$ cat config.mk
export PLATFORM = sky130hd
export DESIGN_NAME = wifi_signal_field_parser
export DESIGN_NICKNAME = d
export VERILOG_FILES = /design/src/rtl/wsf_pkg.sv /design/src/rtl/wsf_decode.sv /design/src/rtl/wsf_recip.sv /design/src/rtl/wsf_correct.sv /design/src/rtl/wifi_signal_field_parser.sv
export SDC_FILE = /design/constraint.sdc
export NUM_CORES = 1
export LEC_CHECK = 0
export BUFFER_PORTS_ARGS = -buffer_cell sky130_fd_sc_hd__buf_2
export CORE_ASPECT_RATIO = 0.75
export CORE_MARGIN = 2
export CORE_UTILIZATION = 45
export CTS_BUF_LIST = sky130_fd_sc_hd__clkbuf_8
export DETAILED_ROUTE_END_ITERATION = 10
export PLACE_DENSITY_LB_ADDON = 0.25
export SKIP_LAST_GASP = 1
export SLEW_MARGIN = 10
export SYNTH_ARGS = -nofsm -noshare
export SYNTH_HDL_FRONTEND = slang
export SYNTH_SLANG_ARGS = --single-unit
$ cat constraint.sdc
create_clock -name clk -period 7.7 [get_ports clk]
set_clock_uncertainty 0.1 [all_clocks]
set_input_delay 0.385 -clock clk [delete_from_list [all_inputs] [get_ports clk]]
set_output_delay 0.385 -clock clk [all_outputs]
set_load 0.03 [all_outputs]
$ cat src/rtl/wsf_pkg.sv
// shared types, codes and rate table for the wifi signal field parser
// no dependencies; used by every stage module and the checker
`default_nettype none
package wsf_pkg;

	// result status codes
	localparam logic [1:0] ST_OK     = 2'd0;
	localparam logic [1:0] ST_PARITY = 2'd1;
	localparam logic [1:0] ST_RATE   = 2'd2;

	// rate field codes, bit 0 of the field is the lsb
	localparam logic [3:0] RATE_6M  = 4'd11;
	localparam logic [3:0] RATE_9M  = 4'd15;
	localparam logic [3:0] RATE_12M = 4'd10;
	localparam logic [3:0] RATE_18M = 4'd14;
	localparam logic [3:0] RATE_24M = 4'd9;
	localparam logic [3:0] RATE_36M = 4'd13;
	localparam logic [3:0] RATE_48M = 4'd8;
	localparam logic [3:0] RATE_54M = 4'd12;

	// service plus tail bits
	localparam logic [15:0] SERVICE_TAIL_BITS = 16'd22;

	// reciprocal scale: 2^RECIP_SHIFT / odd divisor
	localparam int RECIP_SHIFT = 16;
	localparam logic [14:0] RECIP_3  = 15'((1 << RECIP_SHIFT) / 3);
	localparam logic [14:0] RECIP_9  = 15'((1 << RECIP_SHIFT) / 9);
	localparam logic [14:0] RECIP_27 = 15'((1 << RECIP_SHIFT) / 27);

	// bits per symbol = odd * 2^shift
	typedef struct packed {
		logic        known;
		logic [2:0]  encoding;
		logic [1:0]  modulation;
		logic [7:0]  per_symbol;
		logic [2:0]  shift;
		logic [4:0]  odd;
		logic [14:0] recip;
	} rate_info_t;

	// stage 1 word: header decoded, dividend reduced by the power of two
	typedef struct packed {
		logic [1:0]  status;
		logic [2:0]  encoding;
		logic [1:0]  modulation;
		logic [11:0] length;
		logic [13:0] dividend;
		logic [4:0]  odd;
		logic [14:0] recip;
	} s1_word_t;

	// stage 2 word: quotient estimate, low by at most one
	typedef struct packed {
		logic [1:0]  status;
		logic [2:0]  encoding;
		logic [1:0]  modulation;
		logic [11:0] length;
		logic [13:0] dividend;
		logic [4:0]  odd;
		logic [10:0] quot_est;
	} s2_word_t;

	function automatic rate_info_t rate_lookup(input logic [3:0] code);
		rate_info_t r;
		r = '{known: 1'b1, encoding: 3'd0, modulation: 2'd0, per_symbol: 8'd24,
			shift: 3'd3, odd: 5'd3, recip: RECIP_3};
		unique case (code)
			RATE_6M:  r = '{1'b1, 3'd0, 2'd0, 8'd24,  3'd3, 5'd3,  RECIP_3};
			RATE_9M:  r = '{1'b1, 3'd1, 2'd0, 8'd36,  3'd2, 5'd9,  RECIP_9};
			RATE_12M: r = '{1'b1, 3'd2, 2'd1, 8'd48,  3'd4, 5'd3,  RECIP_3};
			RATE_18M: r = '{1'b1, 3'd3, 2'd1, 8'd72,  3'd3, 5'd9,  RECIP_9};
			RATE_24M: r = '{1'b1, 3'd4, 2'd2, 8'd96,  3'd5, 5'd3,  RECIP_3};
			RATE_36M: r = '{1'b1, 3'd5, 2'd2, 8'd144, 3'd4, 5'd9,  RECIP_9};
			RATE_48M: r = '{1'b1, 3'd6, 2'd3, 8'd192, 3'd6, 5'd3,  RECIP_3};
			RATE_54M: r = '{1'b1, 3'd7, 2'd3, 8'd216, 3'd3, 5'd27, RECIP_27};
			default:  r.known = 1'b0;
		endcase
		return r;
	endfunction

endpackage
`default_nettype wire

$ cat src/rtl/wsf_decode.sv
// stage 1: parity check, rate decode and ceiling dividend
// depends on wsf_pkg
`default_nettype none
module wsf_decode (
	input  wire logic              clk,
	input  wire logic              arst_n,
	input  wire logic              in_valid,
	output logic                   in_ready,
	input  wire logic [17:0]       signal_bits,
	output logic                   out_valid,
	input  wire logic              out_ready,
	output wsf_pkg::s1_word_t      out_word
);
	wsf_pkg::rate_info_t info;
	wsf_pkg::s1_word_t   word_d;
	wsf_pkg::s1_word_t   word_s1;
	logic                valid_s1;
	logic [11:0]         length;
	logic [15:0]         numer;

	assign length = signal_bits[16:5];
	assign info   = wsf_pkg::rate_lookup(signal_bits[3:0]);
	// ceil(total / per) as floor((total + per - 1) / per)
	assign numer  = wsf_pkg::SERVICE_TAIL_BITS + {1'b0, length, 3'b000}
		+ {8'd0, info.per_symbol} - 16'd1;

	always_comb begin
		word_d          = '0;
		word_d.length   = length;
		word_d.dividend = 14'(numer >> info.shift);
		word_d.odd      = info.odd;
		word_d.recip    = info.recip;
		if ((^signal_bits[16:0]) != signal_bits[17]) begin
			word_d.status = wsf_pkg::ST_PARITY;
		end else if (!info.known) begin
			word_d.status = wsf_pkg::ST_RATE;
		end else begin
			word_d.status     = wsf_pkg::ST_OK;
			word_d.encoding   = info.encoding;
			word_d.modulation = info.modulation;
		end
	end

	assign in_ready = !valid_s1 || out_ready;

	always_ff @(posedge clk or negedge arst_n) begin
		if (!arst_n) begin
			valid_s1 <= 1'b0;
		end else if (in_ready) begin
			valid_s1 <= in_valid;
		end
	end

	always_ff @(posedge clk) begin
		if (in_valid && in_ready) begin
			word_s1 <= word_d;
		end
	end

	assign out_valid = valid_s1;
	assign out_word  = word_s1;
endmodule
`default_nettype wire

$ cat src/rtl/wsf_recip.sv
// stage 2: quotient estimate by reciprocal multiply
// depends on wsf_pkg
`default_nettype none
module wsf_recip (
	input  wire logic              clk,
	input  wire logic              arst_n,
	input  wire logic              in_valid,
	output logic                   in_ready,
	input  wire wsf_pkg::s1_word_t in_word,
	output logic                   out_valid,
	input  wire logic              out_ready,
	output wsf_pkg::s2_word_t      out_word
);
	logic [27:0]       prod;
	wsf_pkg::s2_word_t word_s2;
	logic              valid_s2;

	// dividend < 2^14, so the estimate is floor or floor - 1
	assign prod = {14'd0, in_word.dividend} * {13'd0, in_word.recip};

	assign in_ready = !valid_s2 || out_ready;

	always_ff @(posedge clk or negedge arst_n) begin
		if (!arst_n) begin
			valid_s2 <= 1'b0;
		end else if (in_ready) begin
			valid_s2 <= in_valid;
		end
	end

	always_ff @(posedge clk) begin
		if (in_valid && in_ready) begin
			word_s2.status     <= in_word.status;
			word_s2.encoding   <= in_word.encoding;
			word_s2.modulation <= in_word.modulation;
			word_s2.length     <= in_word.length;
			word_s2.dividend   <= in_word.dividend;
			word_s2.odd        <= in_word.odd;
			word_s2.quot_est   <= prod[26:16];
		end
	end

	assign out_valid = valid_s2;
	assign out_word  = word_s2;
endmodule
`default_nettype wire

$ cat src/rtl/wsf_correct.sv
// stage 3: remainder check, quotient fix-up and result register
// depends on wsf_pkg
`default_nettype none
module wsf_correct (
	input  wire logic              clk,
	input  wire logic              arst_n,
	input  wire logic              in_valid,
	output logic                   in_ready,
	input  wire wsf_pkg::s2_word_t in_word,
	output logic                   out_valid,
	input  wire logic              out_ready,
	output logic [1:0]             status,
	output logic [2:0]             encoding,
	output logic [1:0]             modulation,
	output logic [11:0]            frame_length_bytes,
	output logic [10:0]            data_symbols
);
	logic [15:0] back;
	logic [15:0] rem;
	logic [10:0] quot;
	logic        valid_s3;
	logic [1:0]  status_s3;
	logic [2:0]  encoding_s3;
	logic [1:0]  modulation_s3;
	logic [11:0] length_s3;
	logic [10:0] symbols_s3;

	assign back = {5'd0, in_word.quot_est} * {11'd0, in_word.odd};
	assign rem  = {2'd0, in_word.dividend} - back;
	assign quot = in_word.quot_est + 11'(rem >= {11'd0, in_word.odd});

	assign in_ready = !valid_s3 || out_ready;

	always_ff @(posedge clk or negedge arst_n) begin
		if (!arst_n) begin
			valid_s3 <= 1'b0;
		end else if (in_ready) begin
			valid_s3 <= in_valid;
		end
	end

	always_ff @(posedge clk) begin
		if (in_valid && in_ready) begin
			status_s3     <= in_word.status;
			encoding_s3   <= in_word.encoding;
			modulation_s3 <= in_word.modulation;
			length_s3     <= in_word.length;
			symbols_s3    <= (in_word.status == wsf_pkg::ST_OK) ? quot : 11'd0;
		end
	end

	assign out_valid          = valid_s3;
	assign status             = status_s3;
	assign encoding           = encoding_s3;
	assign modulation         = modulation_s3;
	assign frame_length_bytes = length_s3;
	assign data_symbols       = symbols_s3;
endmodule
`default_nettype wire

$ cat src/rtl/wifi_signal_field_parser.sv
// top level of the ofdm signal field parser: three pipeline stages
// depends on wsf_pkg, wsf_decode, wsf_recip, wsf_correct
//
//   channel  | handshake             | payload
//   ---------+-----------------------+---------------------------------------
//   header   | sig_valid / sig_ready | signal_bits[17:0]
//   result   | res_valid / res_ready | status, encoding, modulation,
//            |                       | frame_length_bytes, data_symbols
//
// one word accepted per cycle unless a res_ready stall backs up to sig_ready
// each word passes in order through the stages: decode, reciprocal multiply, remainder fix-up
// arst_n clears the stage valid bits only; payload registers are not reset
// each stage holds its word while the next one is full and stalled, so a
// res_ready low backs up through the stages without losing a word
`default_nettype none
module wifi_signal_field_parser (
	input  wire logic        clk,
	input  wire logic        arst_n,
	input  wire logic        sig_valid,
	output logic             sig_ready,
	input  wire logic [17:0] signal_bits,
	output logic             res_valid,
	input  wire logic        res_ready,
	output logic [1:0]       status,
	output logic [2:0]       encoding,
	output logic [1:0]       modulation,
	output logic [11:0]      frame_length_bytes,
	output logic [10:0]      data_symbols
);
	// stage 1 to stage 2
	logic              v1;
	logic              r1;
	wsf_pkg::s1_word_t w1;
	// stage 2 to stage 3
	logic              v2;
	logic              r2;
	wsf_pkg::s2_word_t w2;

	// parity and rate decode, dividend divided by the power of two of the rate
	wsf_decode u_decode (
		.clk         (clk),
		.arst_n      (arst_n),
		.in_valid    (sig_valid),
		.in_ready    (sig_ready),
		.signal_bits (signal_bits),
		.out_valid   (v1),
		.out_ready   (r1),
		.out_word    (w1)
	);

	// divide by the odd factor 3, 9 or 27 through a reciprocal
	wsf_recip u_recip (
		.clk       (clk),
		.arst_n    (arst_n),
		.in_valid  (v1),
		.in_ready  (r1),
		.in_word   (w1),
		.out_valid (v2),
		.out_ready (r2),
		.out_word  (w2)
	);

	// fix the estimate up by one where needed, zero data_symbols on error
	wsf_correct u_correct (
		.clk                (clk),
		.arst_n             (arst_n),
		.in_valid           (v2),
		.in_ready           (r2),
		.in_word            (w2),
		.out_valid          (res_valid),
		.out_ready          (res_ready),
		.status             (status),
		.encoding           (encoding),
		.modulation         (modulation),
		.frame_length_bytes (frame_length_bytes),
		.data_symbols       (data_symbols)
	);
endmodule
`default_nettype wire

==> results of run 1 <==
## through the flow
step	hold WS [ns]	setup WS [ns]	utilization
floorplan	-0.0106	2.05	-
detailed placement	0.0880	1.58	0.479
global placement	0.0920	1.67	0.479
CTS	0.0671	1.56	0.487
finish	0.0904	1.54	0.487
global route	0.0737	1.23	0.487
## kinds of logic (layout without fill, tap and decap cells)
| kind of cell | Yosys count | count (layout) | synth area share |
|---|---|---|---|
| fa+ha+maj | 310 | 310 | 0.402 |
| flops | 112 | 112 | 0.273 |
| buf+inv | 310 | 357 | 0.0965 |
| mux | 14 | 14 | 0.0118 |
| simple gates | 274 | 274 | 0.110 |
| xor+xnor | 55 | 55 | 0.0393 |
| compound gates | 120 | 120 | 0.0666 |
## metal layers
metal	global-route usage	part of all wire	vias up
li1	-	-	3926
met1	0.302	0.52	3913
met2	0.290	0.43	154
met3	0.0319	0.041	13
met4	0.0350	0.0099	0
met5	0	0	-
## sequential cells by signal, indices dropped and copies added, names as in the netlist
signal / flops
u_correct.encoding: 1
u_correct.modulation: 2
u_decode.out_word: 36
u_recip.out_valid: 1
u_correct.status: 2
u_correct.frame_length_bytes: 12
u_decode.out_valid: 1
u_recip.out_word: 45
u_correct.out_valid: 1
u_correct.data_symbols: 11
## cells in the mapped netlist, types with 4 or more instances
library cell and count:
a211oi_1 5, a21o_1 5, a21oi_1 33, a31oi_1 4
and2_1 66, buf_2 5, clkbuf_1 19, edfxtp_1 109
fa_1 139, ha_1 171, inv_1 282, mux2i_1 11
nand2_1 78, nand2b_1 14, nand3_1 22, nand4_1 4
nor2_1 56, nor2b_1 5, nor3_1 10, o211ai_1 7
o21ai_0 25, o21bai_1 4, xnor2_1 39, xor2_1 16
## how the worst max path moves through the flow
stage | endpoint | slack [ns] | depth (start not counted)
after floorplan | u_recip.out_word[10]$_DFFE_PP_ | 2.05 | 20
after global placement | u_recip.out_word[10]$_DFFE_PP_ | 1.67 | 20
after detailed placement | u_recip.out_word[10]$_DFFE_PP_ | 1.58 | 18
after CTS | u_recip.out_word[10]$_DFFE_PP_ | 1.56 | 18
after global routing | u_recip.out_word[10]$_DFFE_PP_ | 1.23 | 20
final | u_recip.out_word[10]$_DFFE_PP_ | 1.54 | 20
## area by class of cell
type / count / area [sq um]
Clock buffer: 9 / 124
Fill cell: 2493 / 13800
Clock inverter: 7 / 73.8
Sequential cell: 112 / 3350
Timing Repair Buffer: 58 / 305
Multi-Input combinational cell: 773 / 7720
Tap cell: 351 / 439
Inverter: 283 / 1060
## repair_timing
item	in CTS	in global routing
hold buffers	1	0
endpoints found under the hold margin	3	0
resized for setup	0	0
## layout by cell type, fill, tap and decap left out, types with 4 or more instances in the layout
cell type  synthesis  routed
inv_1            282     283
ha_1             171     171
fa_1             139     139
edfxtp_1         109     109
nand2_1           78      78
and2_1            66      65
nor2_1            56      56
buf_2              5      53
xnor2_1           39      39
a21oi_1           33      33
o21ai_0           25      25
nand3_1           22      22
xor2_1            16      16
nand2b_1          14      14
mux2i_1           11      11
nor3_1            10      10
clkbuf_8           0       9
o211ai_1           7       7
a211oi_1           5       5
nor2b_1            5       5
a21o_1             5       5
a31oi_1            4       4
o21bai_1           4       4
nand4_1            4       4
buf_4              3       4
==> results.toml, run 1 <==
[outcome]
status = "finished, violations left"
violations = "design-rule violations"

[floorplanning]
ios = 54
start_util = 0.456
dieArea_sq_um = 28600
rows = 52
die_height_microns = 147
die_w_microns = 194
core-area_sq_um = 26900

[place]
place_area_sq_um = 12900
hpwlAfterDp_microns = 22600
port_buffers = 53
routabilityCongestion = 0.859
placed_cells = 1576

[clock_network]
path_clk_slew_ns = 0.11
numCtsBuffers = 9
clkSinkCount = 112
cts_tree = "yes"
cts_buffer_depth = 2
cts_root_buf = "clkbuf_8"
clk_latency_ns = 0.41
cts_setup_buffers = 0
cts-htree-levels = 3

[worst_setup_path]
cp_cell_sequence = "and2_1 > inv_1 > fa_1 > fa_1 > fa_1 > inv_1 > fa_1 > fa_1 > inv_1 > fa_1 > inv_1 > ha_1 > a211oi_2 > nor2_1 > o41a_1 > a31oi_2 > a31oi_2 > a211o_2 > a21oi_2 > xnor2_1"
cpMostUsedCell = "fa_1"
critPathSlowestCell = "edfxtp_1"
worstSetupPathType = "flop to flop"
path_buf_inv = 4
r2r-start = "u_decode.out_word[3]$_SDFFCE_PP0P_"
critPathMaxStageDelay_ns = 0.68
cp.arrival_ns = 6.20
crit_family = "adder cells"
required_ns = 7.74
startpoint_type = "flop"
r2r_setup_slack_ns = 1.54
crit_fanout = 15
worst_setup_path_end_kind = "flop"
setup.worst_path.start = "u_decode.out_word[3]$_SDFFCE_PP0P_"
r2r-end = "u_recip.out_word[10]$_DFFE_PP_"
r2r_cells = 20

[yosys]
synth.avg_cell_area_sq_um = 10.2
synth_nets = 1527
yosysTopAreaCellShare = 0.267
synth_area_leader_cell = "edfxtp_1"
netlist_area_sq_um = 12200
ys_top_cells_by_area = "edfxtp_1 27%, fa_1 23%, ha_1 17%"
ys_seq_area_frac = 0.273
synth_edf_count = 109
synth_cell_type_count = 63
synth_cells = 1195
postSynth.asyncResetShare = 0.0268
synth_top_flop_cell = "edfxtp_1"
yosys_warnings = 0
synth_seq_cells = 112

[global_routing]
antenna_found_initial = 0
grt_overflow_total = 0
grt_max_degree = 46
grtUsageTotal = 0.195
grt_pass1_vias = 8029
grt_pass1_wl_microns = 43000

[timing]
period_minus_slack_ns = 6.16
hold_viol_final = 0
setup_tns_ns = 0
fmax_mhz = 162
setup-violations-final = 0
timing.final.crit_share = 0.800
max_slew_margin = 0.529
rsz0062_at_grt = "false"
slew_viol_final = 0
worst_pin_slew_ns = 0.705

[finish]
fin_cells = 1593
fin_area_sq_um = 13100
num_antenna_cells = 0
nNetsFinal = 1569
area_delta_synth_final_pct = 6.80
drive_gt1_frac = 0.0733

[detailed_routing]
vias_per_cell = 5.03
drc = 1
drtIter0Drc = 451
routedWlPerCell_microns = 16.8
antenna_left = 0
first_pass_iters = 8
routed_wl_microns = 26800
via_count = 8006

[worst_hold_path]
hold_path_end = "u_decode.out_valid$_DFFE_PN0N_"
hold_path_startpoint = "sig_valid"
hold_class = "primary input to flop"
hold_depth = 2

[flow_run]
max_cap_viol_count = 0
Power of run 1 is left out: the tool's default activity adds up to more than one toggle a clock period on the data nets, which glitch-free logic cannot reach.
==> run 2: changes to the inputs <==
==> constraint.sdc (replaced) <==
create_clock -name clk -period 5.4 [get_ports clk]
set_clock_uncertainty 0.1 [all_clocks]
set_input_delay 0.27 -clock clk [delete_from_list [all_inputs] [get_ports clk]]
set_output_delay 0.27 -clock clk [all_outputs]
set_load 0.03 [all_outputs]
==> results.toml, run 2 (synthesis gave the netlist of run 1 again) <==
[clock_network]
cts_tree = "yes"
cts-htree-levels = 3
clk_latency_ns = 0.40
path_clk_slew_ns = 0.12
cts_buffer_depth = 2
numCtsBuffers = 9
cts_root_buf = "clkbuf_8"
clkSinkCount = 112

[place]
hpwlAfterDp_microns = 22400
port_buffers = 53
dpl_worst_slack_ns = -0.561
routabilityCongestion = 0.875

[timing]
hold_viol_final = 0
whs_ns = 0.0430
timing.final.crit_share = 1.08
setup-violations-final = 11
rsz0062_at_grt = "true"
fmax_mhz = 172
final.setup.worst_slack_ns = -0.414
max_slew_margin = 0.286
worst_pin_slew_ns = 1.07
period_minus_slack_ns = 5.81
slew_viol_final = 0

[worst_hold_path]
hold_class = "primary input to flop"

[flow_run]
max_cap_viol_count = 0

[floorplanning]
start_util = 0.456
core-area_sq_um = 26900
die_height_microns = 147
ios = 54
rows = 52
die_w_microns = 194
dieArea_sq_um = 28600

[worst_setup_path]
worst_setup_path_end_kind = "flop"
required_ns = 5.47
crit_fanout = 6
startpoint_type = "flop"
cp.arrival_ns = 5.88
worstSetupPathType = "flop to flop"

[global_routing]
grtUsageTotal = 0.193
antenna_found_initial = 0
grt_max_degree = 46
grt_pass1_vias = 8691
grt_pass1_wl_microns = 43500
grt_overflow_total = 0

[outcome]
status = "finished, violations left"
violations = "negative setup slack"

[detailed_routing]
antenna_left = 0
first_pass_iters = 5
drtIter0Drc = 506
routedWlPerCell_microns = 15.3
drc = 0
routed_wl_microns = 26300
vias_per_cell = 4.92
via_count = 8481

[finish]
multi_input_area_sq_um = 8050
num_antenna_cells = 0
seq_area_sq_um = 3350
drive_gt1_frac = 0.210
area_delta_synth_final_pct = 18.2
largest_reg_flops = 45
fill_cells = 2363
final_common_cell = "inv_1"
nNetsFinal = 1701
mostFrequentLayoutCells = "268 x inv_1, 156 x ha_1, 126 x fa_1, 119 x buf_4, 109 x edfxtp_1"
## run 2: cell count changes in the layout (fill, tap and decap cells not counted), moves of 8 or more
cell | before | now
ha_1 | 171 | 156
fa_1 | 139 | 126
buf_6 | 0 | 9
fa_2 | 0 | 13
a21oi_1 | 33 | 24
a21oi_2 | 1 | 9
ha_4 | 0 | 8
inv_1 | 283 | 268
buf_4 | 4 | 119
inv_2 | 0 | 14
## run 2: final cells by class
type / count / share of cell area
flip-flops and latches: 112 / 0.231
well taps: 351 / 0.0304
clock buffers: 9 / 0.00856
inverters: 283 / 0.0734
multi-input cells: 773 / 0.556
repair buffers: 190 / 0.0940
clock inverters: 7 / 0.00605
## run 2: worst paths after layout
check / start / to / slack (ns) / cells past startpoint
max: u_decode.out_word[3]$_SDFFCE_PP0P_ / u_recip.out_word[10]$_DFFE_PP_ / -0.41 / 21
min: res_ready / u_correct.out_valid$_DFFE_PN0P_ / 0.04 / 3
max reg2reg: u_decode.out_word[3]$_SDFFCE_PP0P_ / u_recip.out_word[10]$_DFFE_PP_ / -0.41 / 21
min reg2reg: u_decode.out_word[51]$_SDFFCE_PP1P_ / u_recip.out_word[47]$_DFFE_PP_ / 0.33 / 0
max in group asynchronous: arst_n / u_correct.out_valid$_DFFE_PN0P_ / 5.02 / 2
min in group asynchronous: arst_n / u_decode.out_valid$_DFFE_PN0N_ / 0.08 / 2
## run 2: critical path, stage by stage, from the launching register on
cell      delay (ns)
edfxtp_1        0.44
buf_6           0.16
buf_6           0.11
nand2_4         0.06
inv_2           0.04
fa_1            0.49
inv_2           0.04
fa_1            0.53
inv_1           0.05
fa_2            0.54
fa_2            0.44
fa_2            0.35
fa_1            0.55
ha_4            0.21
o21ai_2         0.10
nor2_1          0.06
o41a_1          0.37
a31oi_4         0.20
a31oi_4         0.12
a211o_2         0.37
a21oi_2         0.15
xnor2_1         0.07
## run 2: timing repair
| action | 4_1_cts | 5_1_grt |
|---|---|---|
| pin swaps | 34 | 13 |
| hold buffers | 8 | 0 |
| setup endpoints to repair | 12 | 21 |
| gates resized for setup | 52 | 24 |
| buffers inserted | 12 | 3 |
| hold endpoints to repair | 10 | 0 |
## run 2: metal layers
layer / wire, microns / share of wire / global-route usage / vias up
met5: 0 / 0 / 0 / -
met4: 499 / 0.019 / 0.0469 / 0
met3: 885 / 0.034 / 0.0296 / 34
met2: 12100 / 0.46 / 0.318 / 135
met1: 12900 / 0.49 / 0.269 / 4115
li1: - / - / - / 4197
## run 2: metrics by stage
step                instance area (sq um)  utilization  TNS, ns  cells
floorplan                           12300            -   -0.223   1195
global placement                    13800        0.513    -2.81   1686
detailed placement                  13800        0.513    -4.18   1686
CTS                                 14300        0.534    -2.31   1722
global route                        14500        0.538    -4.79   1725
finish                              14500        0.538    -2.46   1725
Power of run 2 is left out for the same reason.
